--- src/sv/wide_state_hash_512_assert.svh ---
// Assertion macros for the wide state hash block.
// Used by the modules of the hash; no other dependency.
`ifndef WIDE_STATE_HASH_512_ASSERT_SVH
`define WIDE_STATE_HASH_512_ASSERT_SVH
`ifndef SYNTHESIS
`define WSH_ASSERT_IMPL(label, clk, rst_n, ante, cons) \
    label: assert property (@(posedge clk) disable iff (!rst_n) (ante) |-> (cons)) \
        else $error("assertion failed");
`define WSH_ASSERT_NEXT(label, clk, rst_n, ante, cons) \
    label: assert property (@(posedge clk) disable iff (!rst_n) (ante) |=> (cons)) \
        else $error("assertion failed");
`else
`define WSH_ASSERT_IMPL(label, clk, rst_n, ante, cons)
`define WSH_ASSERT_NEXT(label, clk, rst_n, ante, cons)
`endif
`endif

--- src/sv/wsh512_pkg.sv ---
// Types, constants and round tables of the wide state hash.
// No dependencies.
package wsh512_pkg;
    localparam int LANES = 8;
    typedef logic [63:0] t_word;
    typedef t_word [LANES-1:0] t_lanes;
    typedef logic [2:0] t_sel_row [LANES];

    typedef enum logic { REQ_APPEND = 1'b0, REQ_FINAL = 1'b1 } t_req;

    typedef struct packed {
        logic       fin;
        logic [6:0] dlen;
        t_lanes     blk;
    } t_job;

    typedef enum logic [2:0] {
        ST_IDLE, ST_RND1, ST_MUL, ST_RND2, ST_EMIT
    } t_state;

    localparam t_lanes START_WORDS = {
        64'hC1D64BA40F335E36, 64'h01886F0928403002,
        64'h0347045B5BF1827F, 64'h2767F0B153D27B7F,
        64'hF86C6A11D0C18E95, 64'h1082276BF3A27251,
        64'hF39CC0605CEDC834, 64'h9E3779B97F4A7C15};
    localparam t_lanes FIRST_INIT = {
        64'h3F84D5B5B5470917, 64'hC0AC29B7C97C50DD,
        64'hBE5466CF34E90C6C, 64'h452821E638D01377,
        64'h082EFA98EC4E6C89, 64'hA4093822299F31D0,
        64'h13198A2E03707344, 64'h243F6A8885A308D3};
    localparam t_lanes LANE_MULT = {
        64'h4F7C7B5757F59585, 64'hDA06C80ABB1185EB,
        64'hF4BF8D8D8C31D763, 64'h324E7738926CFBE5,
        64'hA784D9045190CFEF, 64'h62E7160F38B4DA57,
        64'hBF7158809CF4F3C7, 64'hB7E151628AED2A6B};
    localparam t_lanes SECOND_INIT = {
        64'h636920D871574E69, 64'h0801F2E2858EFC16,
        64'h24A19947B3916CF7, 64'hBA7C9045F12C7F99,
        64'hB8E1AFED6A267E96, 64'h2FFD72DBD01ADFB7,
        64'hD1310BA698DFB5AC, 64'h9216D5D98979FB1B};

    function automatic logic [23:0] sel_row(input logic [3:0] r);
        case (r)
            4'd0:  sel_row = {3'd1,3'd6,3'd5,3'd4,3'd7,3'd2,3'd0,3'd3};
            4'd1:  sel_row = {3'd4,3'd5,3'd7,3'd0,3'd3,3'd6,3'd2,3'd1};
            4'd2:  sel_row = {3'd3,3'd2,3'd6,3'd5,3'd1,3'd7,3'd4,3'd0};
            4'd3:  sel_row = {3'd0,3'd4,3'd2,3'd1,3'd5,3'd3,3'd6,3'd7};
            4'd4:  sel_row = {3'd6,3'd7,3'd0,3'd3,3'd2,3'd5,3'd1,3'd4};
            4'd5:  sel_row = {3'd5,3'd1,3'd3,3'd6,3'd0,3'd4,3'd7,3'd2};
            4'd6:  sel_row = {3'd7,3'd3,3'd1,3'd2,3'd4,3'd0,3'd5,3'd6};
            4'd7:  sel_row = {3'd2,3'd0,3'd4,3'd7,3'd6,3'd1,3'd3,3'd5};
            4'd8:  sel_row = {3'd3,3'd6,3'd7,3'd5,3'd1,3'd4,3'd2,3'd0};
            4'd9:  sel_row = {3'd4,3'd3,3'd1,3'd0,3'd6,3'd5,3'd7,3'd2};
            4'd10: sel_row = {3'd1,3'd5,3'd2,3'd6,3'd7,3'd0,3'd3,3'd4};
            4'd11: sel_row = {3'd5,3'd2,3'd6,3'd1,3'd0,3'd3,3'd4,3'd7};
            4'd12: sel_row = {3'd7,3'd0,3'd4,3'd3,3'd2,3'd6,3'd1,3'd5};
            4'd13: sel_row = {3'd2,3'd1,3'd5,3'd4,3'd3,3'd7,3'd0,3'd6};
            4'd14: sel_row = {3'd0,3'd4,3'd3,3'd7,3'd5,3'd2,3'd6,3'd1};
            default: sel_row = {3'd6,3'd7,3'd0,3'd2,3'd4,3'd1,3'd5,3'd3};
        endcase
    endfunction

    function automatic logic [47:0] rot_row(input logic [3:0] r);
        case (r)
            4'd0:  rot_row = {6'd40,6'd48,6'd56,6'd48,6'd8,6'd8,6'd48,6'd56};
            4'd1:  rot_row = {6'd8,6'd24,6'd56,6'd32,6'd8,6'd32,6'd56,6'd24};
            4'd2:  rot_row = {6'd8,6'd48,6'd48,6'd24,6'd16,6'd48,6'd32,6'd16};
            4'd3:  rot_row = {6'd24,6'd32,6'd48,6'd56,6'd56,6'd56,6'd8,6'd56};
            4'd4:  rot_row = {6'd16,6'd56,6'd56,6'd24,6'd32,6'd32,6'd16,6'd48};
            4'd5:  rot_row = {6'd56,6'd24,6'd32,6'd32,6'd56,6'd8,6'd56,6'd32};
            4'd6:  rot_row = {6'd48,6'd56,6'd48,6'd48,6'd56,6'd40,6'd32,6'd8};
            4'd7:  rot_row = {6'd8,6'd8,6'd8,6'd8,6'd8,6'd8,6'd8,6'd8};
            4'd8:  rot_row = {6'd24,6'd40,6'd48,6'd48,6'd40,6'd24,6'd56,6'd48};
            4'd9:  rot_row = {6'd24,6'd8,6'd8,6'd40,6'd8,6'd48,6'd32,6'd24};
            4'd10: rot_row = {6'd32,6'd32,6'd16,6'd32,6'd8,6'd40,6'd16,6'd8};
            4'd11: rot_row = {6'd40,6'd8,6'd32,6'd16,6'd16,6'd48,6'd32,6'd8};
            4'd12: rot_row = {6'd16,6'd8,6'd48,6'd8,6'd16,6'd48,6'd24,6'd32};
            4'd13: rot_row = {6'd24,6'd40,6'd8,6'd16,6'd8,6'd24,6'd48,6'd40};
            4'd14: rot_row = {6'd8,6'd48,6'd48,6'd8,6'd48,6'd16,6'd32,6'd8};
            default: rot_row = {6'd8,6'd8,6'd8,6'd8,6'd8,6'd8,6'd8,6'd8};
        endcase
    endfunction

    function automatic t_word rotl(input t_word v, input logic [5:0] r);
        rotl = (v << r) | (v >> (7'd64 - {1'b0, r}));
    endfunction
endpackage

--- src/sv/wsh512_queue.sv ---
// Two-entry job queue between front and back end.
// Depends on wsh512_pkg.
module wsh512_queue (
    input  logic              i_clk,
    input  logic              i_rst_n,
    input  logic              i_push,
    input  wsh512_pkg::t_job  i_job,
    output logic              o_full,
    input  logic              i_pop,
    output logic              o_valid,
    output wsh512_pkg::t_job  o_job
);
    import wsh512_pkg::*;

    t_job r_mem [2];
    logic r_wp, r_rp;
    logic [1:0] r_cnt;

    assign o_full = r_cnt == 2'd2;
    assign o_valid = r_cnt != 2'd0;
    assign o_job = r_mem[r_rp];

    always_ff @(posedge i_clk) begin
        if (!i_rst_n) begin
            r_wp <= 1'b0;
            r_rp <= 1'b0;
            r_cnt <= 2'd0;
        end else begin
            if (i_push) r_wp <= ~r_wp;
            if (i_pop) r_rp <= ~r_rp;
            r_cnt <= r_cnt + {1'b0, i_push} - {1'b0, i_pop};
        end
    end

    always_ff @(posedge i_clk) begin
        if (i_push) r_mem[r_wp] <= i_job;
    end

    `include "wide_state_hash_512_assert.svh"
    `WSH_ASSERT_IMPL(a_no_overflow, i_clk, i_rst_n, i_push, !o_full)
    `WSH_ASSERT_IMPL(a_no_underflow, i_clk, i_rst_n, i_pop, o_valid)
    `WSH_ASSERT_NEXT(a_cnt_hold, i_clk, i_rst_n, !i_push && !i_pop, $stable(r_cnt))
endmodule

--- config.mk ---
export PLATFORM = sky130hd
export DESIGN_NAME = wsh512_queue
export DESIGN_NICKNAME = d
export VERILOG_FILES = /design/src/sv/wsh512_pkg.sv /design/src/sv/wsh512_queue.sv
export VERILOG_INCLUDE_DIRS = /design/src /design/src/sv
export SDC_FILE = /design/constraint.sdc
export NUM_CORES = 1
export LEC_CHECK = 0
export ABC_AREA = 1
export BUFFER_PORTS_ARGS = -buffer_cell sky130_fd_sc_hd__buf_2
export CAP_MARGIN = 30
export CORE_AREA = 2 2 404 406
export DETAILED_ROUTE_END_ITERATION = 8
export DIE_AREA = 0 0 406 408
export PLACE_DENSITY_LB_ADDON = 0.12
export SKIP_CTS_REPAIR_TIMING = 1
export SLEW_MARGIN = 25
export SYNTH_ARGS = -nofsm -noshare
export SYNTH_HDL_FRONTEND = slang
export SYNTH_SLANG_ARGS = --single-unit
export TNS_END_PERCENT = 50
--- constraint.sdc ---
create_clock -name i_clk -period 35.1 [get_ports i_clk]
set_clock_uncertainty 0.15 [all_clocks]
set_input_delay 1.755 -clock i_clk [delete_from_list [all_inputs] [get_ports i_clk]]
set_output_delay 1.755 -clock i_clk [all_outputs]
set_load 0.01 [all_outputs]
==> run summary <==
Worst Reg2Reg Path Length in Cells = 5
Synth Instances = 1651
final wirelength = 112 mm
Max-slew headroom = 36.1%
post-route ant nets = 0
number of buffers added on ports = 1045
CP Depth = 5
MaxCap Viol Count = 0
ys async rst share = 0%
Synth Warn # = 0
Max VDD drop = 0.0413 mV
I/O pin total = 1046
layout cells sized above 1 = 61.2%
max layer used = met5
1st-iter DRT viols = 900
data required time of the worst path = 33.19 ns
status = finished, final reports clean
DIE HEIGHT = 408 µm
CTS Buf Count = 120
first-pass GRT wire length = 155 mm
crit-path cells = buf_12 > buf_4 > buf_4 > mux2_2 > buf_2
Slew @ Worst Pin = 0.958 ns
metal2 WL = 59.6 mm
post-synthesis sequential area ratio = 82.6%
critical path's top delay family = buffers and inverters
CP Capture Type = output port
area leader, netlist = edfxtp_1
Pre-antenna DRT Iters = 4
die footprint = 0.166 mm²
crit path kind = reg2out
# nets final = 3310
Main synth FF type = edfxtp_1
Synth cell types = 11
via count of the first global-routing pass = 21500
r2r setup slk = 30.92 ns
clock-pin slew on the worst setup and hold paths = 0.06 ns
Placed Cells = 4833
Area Growth Syn to Fin = 30.5%
Synth top cells by count = edfxtp_1 (1040), mux2_2 (520), buf_6 (55)
Core ar. = 0.162 mm²
worst path bufs/invs = 4
initial antenna violation count = 84
hpwl dp = 80.1 mm
FF-to-FF End = r_mem[1][145]
largest net degree at the start of global routing = 162
Synth area leaders = edfxtp_1 (82%), mux2_2 (15%), buf_6 (1.6%)
wire length on met3 = 11.3 mm
Critical Path Most Common Cell = buf_4
Wirelength per Cell = 22.1 µm
H-tree Lvls = 3
crit-path max cell delay = 0.81 ns
total track usage = 13.0%
Post-synth EDFFs = 1040
Final Hold Fails = 0
Rows = 148
crit path capture = o_job[512]
Yosys reg bits = 1045
setup_tns = 0 ns
Initial Util = 23.5%
worst r2r src = r_wp
post-DR vias/cell = 3.96
CTS Buffer Depth = 3
share of the synthesized area in the top cell type = 82.3%
PD cells = 59.7 mW/mm²
worst hold path class = reg2reg
CTS tree = done
GRT overflow = 0
RePlAce Congestion = 0.880
min cycle time layout = 6.00 ns
Die Width = 406 µm
Layout Cells excl Fill = 5076
Crit Path Max Fanout = 72
syn avg cell area = 23.0 µm²
Pleak = 18.0 nW
period utilization = 17.1%
clock sinks = 1045
Crit-path slowest cell = dfxtp_4
Worst setup SP type = register
clk_lat worst skew = 0.72 ns
met1 wire length = 37.8 mm
Synth Net Count = 2177
synthesized area = 0.0379 mm²
WP data arrival = 4.10 ns
CTS Root Cell = clkbuf_16
Fmax achieved = 167 MHz
RSZ-0062 raised after global routing = no
count leader, synth = edfxtp_1
total vias in the final route = 20100
max-slew violations = 0
# setup viols final = 0
Remaining DRCs = 0
## where the power goes
part,internal [W],switching [W]
clock,0.000710,0.000512
sequential,0.00145,0.0000155
combinational,0.000113,0.000155
total,0.00227,0.000683
## registers in the layout, summed over array words and instances (netlist names), named ones only
| signal | cells |
|---|---|
| r_rp | 1 |
| r_mem | 1040 |
| r_cnt | 2 |
| r_wp | 1 |
## cell type report
cell class	count	area, µm²
Timing Repair Buffer	1069	5550
Clock inverter	83	813
Clock buffer	141	3080
Multi-Input combinational cell	541	5960
Inverter	7	33.8
Antenna cell	15	37.5
Fill cell	16000	112000
Sequential cell	1045	31300
Tap cell	2175	2720
## cell usage in the layout (no fill, tap or decap), types with 9 or more instances in the layout
master / instances
nand2_1: 9
clkinv_2: 25
edfxtp_1: 1040
clkbuf_1: 21
bufinv_16: 11
diode_2: 15
clkbuf_16: 120
clkinv_1: 29
mux2_2: 520
buf_2: 1045
buf_4: 15
## worst register-to-register path, cell delays in order (launching register included)
cell and delay, ns:
dfxtp_1 0.40, nand2_1 0.18, inv_8 0.50, buf_4 0.82, buf_4 0.85, buf_4 0.83
## stage by stage
step           power, W  cell area [µm²]  hold slack (ns)  worst slack, ns  util, %
3_3_place_gp    0.00176            45500            0.332            29.32     28.1
2_1_floorplan   0.00167            37900            0.313            10.02        -
4_1_cts         0.00301            49400            0.359            28.39     30.6
6_report        0.00296            49500            0.350            29.10     30.6
3_5_place_dp    0.00177            45500            0.345            29.25     28.1
5_1_grt         0.00307            49500            0.419            28.66     30.6
## routing by layer
metal | track usage [%] | vias up
li1 | - | 8941
met1 | 12.6 | 9997
met2 | 24.2 | 787
met3 | 6.22 | 288
met4 | 3.54 | 82
met5 | 0 | -
## worst min path at each step
stage | start | to | slack (ns) | cells past startpoint
finish | r_rp | r_rp | 0.35 | 2
global route | r_rp | r_rp | 0.42 | 2
CTS | r_rp | r_rp | 0.36 | 2
detailed placement | r_rp | r_rp | 0.35 | 2
global placement | r_rp | r_rp | 0.33 | 2
floorplan | r_rp | register | 0.31 | 2
## cells by family after synthesis
| kind of cell | synth area share [%] |
|---|---|
| DFF | 82.6 |
| adders and majority gates | 0.0659 |
| and+or+nand+nor | 0.181 |
| buffers and inverters | 1.74 |
| muxes | 15.4 |
| AOI/OAI and AO/OA | 0.0132 |
No activity file was read; power rests on OpenSTA's default activity.
